File: src/rtl/dlzss_pkg.sv
// Shared types, constants and descramble helpers for the descramble LZSS decoder.
`default_nettype none

package dlzss_pkg;

	localparam int unsigned WIN_DEPTH = 2048;
	localparam int unsigned WIN_AW    = $clog2(WIN_DEPTH);

	localparam logic [WIN_AW-1:0] START_POS = 11'h7df;
	localparam logic [WIN_AW-1:0] LAST_POS  = 11'h7ff;
	localparam logic [7:0]        SCR_BIAS  = 8'h7c;
	localparam logic [5:0]        MIN_LEN   = 6'd2;
	localparam logic [8:0]        TOK_MARK  = 9'h100;

	typedef enum logic [1:0] {
		PH_FLAG,
		PH_LIT,
		PH_OFS,
		PH_LEN
	} phase_t;

	typedef enum logic [1:0] {
		ST_CLEAR,
		ST_IDLE,
		ST_EXEC,
		ST_COPY
	} ctrl_state_t;

	typedef struct packed {
		logic load_in;
		logic exec;
		logic copy_en;
		logic next_tok;
		logic clear_en;
	} dp_cmd_t;

	typedef struct packed {
		phase_t phase;
		logic   out_free;
		logic   copy_done;
		logic   clear_done;
		logic   last;
	} dp_sts_t;

	// ((key >> 24) + (key >> 3)) mod 256
	function automatic logic [7:0] key_byte(input logic [31:0] key);
		return key[31:24] + key[10:3];
	endfunction

	// ((key >> 20) mod 5) + 1; 16 = 1 mod 5, so fold nibbles twice
	function automatic logic [2:0] rot_amt(input logic [31:0] key);
		logic [5:0] s;
		logic [4:0] t;
		logic [4:0] r;
		s = {2'b00, key[31:28]} + {2'b00, key[27:24]} + {2'b00, key[23:20]};
		t = {3'b000, s[5:4]} + {1'b0, s[3:0]};
		if (t >= 5'd15) begin
			r = t - 5'd15;
		end else if (t >= 5'd10) begin
			r = t - 5'd10;
		end else if (t >= 5'd5) begin
			r = t - 5'd5;
		end else begin
			r = t;
		end
		return r[2:0] + 3'd1;
	endfunction

	function automatic logic [7:0] descramble(input logic [7:0] b, input logic [7:0] kb,
			input logic [2:0] rot);
		logic [7:0]  t;
		logic [15:0] w;
		t = (b - SCR_BIAS) ^ kb;
		w = {t, t} >> rot;
		return w[7:0];
	endfunction

endpackage

`default_nettype wire

File: src/rtl/dlzss_ctrl.sv
// Control state machine: sequences accept, execute, match copy and window clear.
`default_nettype none

module dlzss_ctrl (
	input  wire                  clk,
	input  wire                  arst_n,
	input  wire                  in_valid,
	output logic                 in_ready,
	input  dlzss_pkg::dp_sts_t   sts,
	output dlzss_pkg::dp_cmd_t   cmd
);
	import dlzss_pkg::*;

	ctrl_state_t state_q;
	ctrl_state_t state_nxt;
	logic        exec_ok;

	// a literal needs the output slot free before it executes
	assign exec_ok = (sts.phase != PH_LIT) || sts.out_free;

	always_ff @(posedge clk or negedge arst_n) begin
		if (!arst_n) begin
			state_q <= ST_CLEAR;
		end else begin
			state_q <= state_nxt;
		end
	end

	always_comb begin
		state_nxt = state_q;
		case (state_q)
			ST_CLEAR: begin
				if (sts.clear_done) begin
					state_nxt = ST_IDLE;
				end
			end
			ST_IDLE: begin
				if (in_valid) begin
					state_nxt = ST_EXEC;
				end
			end
			ST_EXEC: begin
				if (exec_ok) begin
					if (sts.phase == PH_LEN) begin
						state_nxt = ST_COPY;
					end else if (sts.last) begin
						state_nxt = ST_CLEAR;
					end else begin
						state_nxt = ST_IDLE;
					end
				end
			end
			ST_COPY: begin
				if (sts.copy_done) begin
					state_nxt = sts.last ? ST_CLEAR : ST_IDLE;
				end
			end
			default: begin
				state_nxt = ST_CLEAR;
			end
		endcase
	end

	always_comb begin
		in_ready     = 1'b0;
		cmd          = '0;
		case (state_q)
			ST_CLEAR: begin
				cmd.clear_en = 1'b1;
			end
			ST_IDLE: begin
				in_ready    = 1'b1;
				cmd.load_in = in_valid;
			end
			ST_EXEC: begin
				cmd.exec = exec_ok;
			end
			ST_COPY: begin
				cmd.copy_en  = 1'b1;
				cmd.next_tok = sts.copy_done;
			end
			default: begin
				cmd = '0;
			end
		endcase
	end

endmodule

`default_nettype wire

File: config.mk
export PLATFORM = sky130hd
export DESIGN_NAME = dlzss_ctrl
export DESIGN_NICKNAME = d
export VERILOG_FILES = /design/src/rtl/dlzss_pkg.sv /design/src/rtl/dlzss_ctrl.sv
export SDC_FILE = /design/constraint.sdc
export NUM_CORES = 1
export LEC_CHECK = 0
export ABC_CLOCK_PERIOD_IN_PS = 1400
export BUFFER_PORTS_ARGS = -buffer_cell sky130_fd_sc_hd__buf_4
export CORE_AREA = 4 4 41 43
export DETAILED_ROUTE_END_ITERATION = 10
export DIE_AREA = 0 0 45 47
export PLACE_DENSITY_LB_ADDON = 0.3
export SLEW_MARGIN = 20
export SYNTH_ARGS = -nofsm -noshare
export SYNTH_HDL_FRONTEND = slang
export SYNTH_SLANG_ARGS = --single-unit
File: constraint.sdc
create_clock -name clk -period 1.4 [get_ports clk]
set_input_delay 0.14 -clock clk [delete_from_list [all_inputs] [get_ports clk]]
set_output_delay 0.14 -clock clk [all_outputs]
set_load 0.005 [all_outputs]
**Word level (Yosys, flattened, before mapping)**

Cells that the tools add are included.

- Register bits: 2
- Input port bits: 9
- Output and inout port bits: 6

- Equality and inequality tests: 9
- Muxes and demuxes: 12
- Reductions and logical operators: 3

Operators by type and width:

| operator | count |
|---|---|
| 2-bit two-way mux | 6 |
| 2-bit inequality test (second input constant) | 4 |
| 2-bit case mux with 4 select lines | 1 |
| 2-bit equality test (second input constant) | 3 |
| 1-bit two-way mux | 5 |
| 4-bit AND reduction | 1 |
| 2-bit by 1-bit equality test with 1-bit output (second input constant) | 1 |
| 2-bit zero test | 1 |
| 2-bit by 1-bit inequality test with 1-bit output (second input constant) | 1 |
| 1-bit logical OR | 1 |

**Logic depth before layout (Yosys ltp)**

Gate-level depths: netlist of the first run.

- Word-level depth: 4
- Depth in mapped cells: 4
- Depth with buffers taken out: 3

**Least setup slack after synthesis of the first run**

No wires, ideal clock.

- Path kind: register to register
- Start: register state_q[1]
- End: register state_q[0]
- Setup time: 126 ps
- Data arrival time: 986 ps
- Required time: 1274 ps
- Slack: 288 ps
- Cell stages (with the launch flop): 5
- Clock period less this slack: 1112 ps
- Cell sequence: dfrtp_1 > clkbuf_2 > nor2b_1 > nor2_1 > o32a_1

- Longest elaborated chain between the ends: 3
- Elaborated cells on any way between the ends: 10

Ends and longest elaborated chain:

| element | line | text |
|---|---|---|
| start: declaration | dlzss_ctrl.sv:14 | `ctrl_state_t state_q;` |
| start signal: assignment | dlzss_ctrl.sv:25 | `state_q <= state_nxt;` |
| 2-bit equality test, or another cell as far along | dlzss_ctrl.sv:31 | `case (state_q)` |
| 2-bit inequality test (no line) | - |  |
| 4-bit AND reduction (no line) | - |  |

Parallel ways exist; a longest one is shown, timed or not.
A chain may end at the register's enable or synchronous reset.

==> impl_results.md, run 1 <==
* Final-report hold violation count at 0
* Crit path kind: register to primary output
* Vias post-DR at 211
* Slew margin rel. at 82.7%
* Crit-path leading delay family: flip-flops
* Final Cycle Share at 90.5%
* Final ANT Viol Nets at 0
* Max VDD drop at 469 µV
* Die width at 45 µm
* Syn avg cell area at 7.24 µm²
* Worst hold path class: input port to asynchronous set/reset pin
* Port Buffer Count at 14
* Syn. warnings at 0
* Post-route cell area at 325 µm²
* Synth top area cells: dfrtp_1, and2_1, nor2b_1
* GR Overflow Total at 0
* Max-Cap Viols at 0
* Total CTS buffers at 3
* Drt first-iter violations at 2
* Clock latency at the later pin of the worst-skew pair at 0.22 ns
* Fin crit period at 1.27 ns
* Gpl congestion at 0.671
* Commonest cells after routing, fill and taps aside: buf_4, nor2_1, and2_1, clkbuf_4
* Vias per std cell at 3.77
* Clk sinks at 2
* GR Util All Layers at 6.24%
* Vias in the first global route at 220
* RSZ-0062 raised after global routing: false
* First-pass GRT wire length at 883 µm
* Least-Margin Pin Slew at 0.260 ns
* Crit Path Max Fanout at 9
* I/O pins at 15
* Placement row count at 13
* Clk buf depth at 2
* Crit-path cells: nor2b_1, and2_1, buf_4
* Buf/Inv on CP at 1
* Die area at 2120 µm²
* Worst Clk Skew at 0.00280 ns
* Syn nets at 32
* Req. time, crit path at 1.26 ns
* Final net count at 52
* Post-synth cell types at 14
* Biggest register: state_q
* Setup crit start kind: register
* Ant. Diodes at 0
* Most common cell after layout, fill and taps aside: buf_4
* Post_cts resized at 0
* Register Area at 50.0 µm²
* Outcome: complete, no violations
* F_max at 789 MHz
* Post-synthesis cell area at 166 µm²
* HPWL after detailed placement at 430 µm
* Setup_tns at 0 ns
* Buffer count from post-CTS setup fixing at 0
* Total Wirelength at 547 µm
* TritonCTS clock tree: yes
* Cell Pwr Density at 1700 nW/µm²
* Biggest regs: state_q: 2 flops
* Share of layout cells above drive strength 1 at 43.9%
* Number of flip-flops in the largest register at 2
* Max stage delay on crit path at 0.46 ns
* Setup violations, final at 0
* Root Buffer: clkbuf_4
* Critical Path Sink Type: primary output
* Drt wl/cell at 9.77 µm
* Clock slew at reported path FFs at 0.03 ns
* Post-synth top area cell: dfrtp_1
* Area grow syn2layout at 95.5%
* Area share of the largest cell type after synthesis at 30.1%
* Yosys reg bits at 2
* Core ar. at 1300 µm²
* H-tree depth at 1
* Initial core utilization at 12.8%
* Residual DRC at 0
* DR pass1 iterations at 2
* Placed inst area at 293 µm²
* P_leak at 0.168 nW
* Slowest-stage cell, CP: dfrtp_1
* Mapped Cells at 23
* Largest net degree at the start of global routing at 10
* Hold buffer count at cts at 1
* Worst EP arrival at 1.13 ns
* Die Ht at 47 µm
* Fillers at 164
* Multi-input logic area at 104 µm²
* Slew Viols, Final at 0
* Sequential-to-total area share from yosys stat at 30.1%
* Initial antenna violation count at 0
-- worst paths after layout --
check / from / endpoint / slack (ns) / depth (start not counted)
max: state_q[1] / cmd[4] / 0.13 / 3
min: arst_n / state_q[1] / 0.24 / 2
max reg2reg: state_q[1] / state_q[0] / 0.24 / 3
min reg2reg: state_q[0] / state_q[1] / 0.65 / 2
max in group asynchronous: arst_n / state_q[0] / 1.07 / 2
min in group clk: sts[4] / state_q[1] / 0.24 / 3
-- routing by layer --
layer	part of all wire, %	track usage [%]	vias up
met2	38	7.06	10
met5	0	0	-
met3	9.5	3.07	0
met4	0	7.02	0
li1	-	-	114
met1	53	7.71	87
-- cell usage after synthesis, drive strengths merged --
cell type,instances
a21oi,2
and2,3
and3,1
clkbuf,1
dfrtp,2
inv,2
nand2,1
nand2b,1
nand3,1
nor2,3
nor2b,2
o21ai,2
o311a,1
o32a,1
-- cell families after synthesis --
group                  after synthesis  synth area share, %
AO/OA/AOI/OAI                        6                 24.1
buffers and inverters                3                 7.52
AND/OR/NAND/NOR                     12                 38.3
flip-flops                           2                 30.1
-- layout make-up --
type	count	area share, %
repair buffers	16	37.7
well taps	15	5.77
inverters	2	2.31
clock buffers	3	6.92
multi-input cells	18	31.9
flip-flops and latches	2	15.4
-- worst reg2reg max path, stage by stage, from the launching register on --
cell	delay [ns]
dfrtp_1	0.46
nor2b_1	0.20
nor2_1	0.06
o32a_1	0.32
-- report_power, final --
| part | internal [mW] | switching, mW | total [mW] | leakage (nW) |
|---|---|---|---|---|
| combinational | 0.180 | 0.121 | 0.301 | 0.129 |
| sequential | 0.0851 | 0.0379 | 0.123 | 0.0247 |
| clock | 0.0945 | 0.0325 | 0.127 | 0.0138 |
| total | 0.360 | 0.191 | 0.551 | 0.168 |
-- stage by stage --
stage | std cells | power, mW | hold slack [ns] | worst slack (ns) | utilization (%)
2_1_floorplan | 23 | 0.264 | -0.156 | 0.288 | -
3_5_place_dp | 52 | 0.427 | -0.0753 | 0.255 | 22.5
3_3_place_gp | 52 | 0.431 | -0.0759 | 0.268 | 22.5
6_report | 56 | 0.551 | 0.236 | 0.133 | 25.0
5_1_grt | 56 | 0.608 | 0.232 | 0.0805 | 25.0
4_1_cts | 56 | 0.566 | 0.230 | 0.121 | 25.0
(Power assumes the default switching activity.)
==> run 2, diff against run 1 <==
RECOVER_POWER = 50   (was not set)
==> run 2 against run 1 <==
Count of clock-buffer cells in the layout stayed put. Global-route usage is the same. Sequential cell count unchanged. Via count fell by 0.95%. Routed wire length down 0.91%. Critical path type unchanged. Critical endpoint unchanged. Largest power group unchanged. Highest routed layer unchanged.
==> impl_results.md, run 2 (synthesized netlist as in run 1, its figures left out) <==
* Outcome: complete, no violations
* Post-route insts no fill at 56
* Biggest regs: state_q: 2 flops
* Setup violations, final at 0
* Switching power at 0.191 mW
* I/O pins at 15
* Critical Path Source: state_q[1]
* Clock slew at reported path FFs at 0.03 ns
* Crit Path Max Fanout at 9
* HPWL after detailed placement at 430 µm
* FF-to-FF Start: state_q[1]
* Setup_tns at 0 ns
* P_leak at 0.163 nW
* Area grow syn2layout at 93.2%
* First-pass GRT wire length at 883 µm
* Vias post-DR at 209
* Setup crit start kind: register
* Gpl congestion at 0.671
* Clock latency at the later pin of the worst-skew pair at 0.22 ns
* Slew margin rel. at 82.5%
* Biggest register: state_q
* Max VDD drop at 470 µV
* Max-Cap Viols at 0
* Worst hold path class: input port to asynchronous set/reset pin
* Fin crit period at 1.27 ns
* Least-Margin Pin Slew at 0.262 ns
* Critical Path Sink Type: primary output
* Int Power at 0.356 mW
* Core ar. at 1300 µm²
* Buffer count from post-CTS setup fixing at 0
* GR Overflow Total at 0
* Largest net degree at the start of global routing at 10
* Vias per std cell at 3.73
* Placed inst area at 293 µm²
* Multi-input logic area at 104 µm²
* Number of flip-flops in the largest register at 2
* Req. time, crit path at 1.26 ns
* Crit path kind: register to primary output
* Drt wl/cell at 9.68 µm
* GRT busiest layer: met1
* F_max at 788 MHz
* Clk sinks at 2
* M3 GR Usage at 3.07%
* Finished Core Util at 24.7%
* Placement row count at 13
* Register Area at 50.0 µm²
* Final ANT Viol Nets at 0
* Flop pwr share at 22.5%
* Dpl cells at 52
* Combinational power share at 54.2%
* Switching share of power at 34.9%
* Share of layout cells above drive strength 1 at 41.5%
* Port Buffer Count at 14
* Final net count at 52
* Most common cell after layout, fill and taps aside: buf_4
* Die area at 2120 µm²
* Residual DRC at 0
* Total CTS buffers at 3
* Clock power share at 23.3%
* DR pass1 iterations at 2
* Total power at 0.547 mW
* Initial antenna violation count at 0
* Post-route cell area at 322 µm²
* Final Cycle Share at 90.6%
* Ant. Diodes at 0
* Root Buffer: clkbuf_4
* Die Ht at 47 µm
* Met1 Use GR at 7.71%
* Fillers at 163
* Drt first-iter violations at 2
* Worst Clk Skew at 0.00266 ns
* Cell Pwr Density at 1700 nW/µm²
* Die width at 45 µm
* Initial core utilization at 12.8%
* Slew Viols, Final at 0
* TritonCTS clock tree: yes
* RSZ-0062 raised after global routing: false
* H-tree depth at 1
* GR Util All Layers at 6.24%
* Worst EP arrival at 1.13 ns
* Total Wirelength at 542 µm
* Met2 Usage GRT at 7.06%
* Commonest cells after routing, fill and taps aside: buf_4, clkbuf_4, nor2_1, and2_1
* Clk buf depth at 2
* Vias in the first global route at 220
* Final-report hold violation count at 0
## run 2: worst max-delay path, cell delays in order, from the launching register on
cell and delay, ns:
dfrtp_1 0.46, nor2b_1 0.20, and2_1 0.15, buf_4 0.10
## run 2: path summary, 6_finish.rpt
kind / slack (ns) / cells after the start / to
worst min-delay path: 0.23 / 2 / state_q[1]
max in group asynchronous: 1.04 / 2 / state_q[0]
worst min register to register: 0.65 / 2 / state_q[1]
worst max-delay path: 0.13 / 3 / cmd[4]
min in group clk: 0.24 / 3 / state_q[1]
worst max register to register: 0.24 / 3 / state_q[0]
## run 2: per-layer routing
layer  vias to the layer above  part of all wire (%)
met5                         -                     0
met4                         0                     0
met3                         0                   9.6
met2                        10                    37
met1                        85                    53
li1                        114                     -
## run 2: stage by stage
step                hold slack, ns  worst slack, ns
finish                       0.231            0.131
global route                 0.240           0.0805
CTS                          0.230            0.121
detailed placement         -0.0753            0.255
global placement           -0.0759            0.268
floorplan                   -0.156            0.288
## run 2: cell type report
cell class / instances / share of cell area [%]
inverters: 2 / 2.33
well taps: 15 / 5.84
flip-flops and latches: 2 / 15.6
repair buffers: 16 / 37.0
multi-input cells: 18 / 32.3
clock buffers: 3 / 7.00
## run 2: power groups by stage
stage	clock (mW)	combinational [mW]	sequential (mW)
2_1_floorplan	0	0.156	0.108
3_3_place_gp	0	0.308	0.123
3_5_place_dp	0	0.304	0.123
4_1_cts	0.135	0.308	0.122
5_1_grt	0.141	0.333	0.129
6_report	0.127	0.296	0.123
## run 2: repair_timing
| item | CTS | global route |
|---|---|---|
| resized for setup | 0 | 0 |
| hold buffers | 1 | 0 |
| hold endpoints to repair | 2 | 0 |
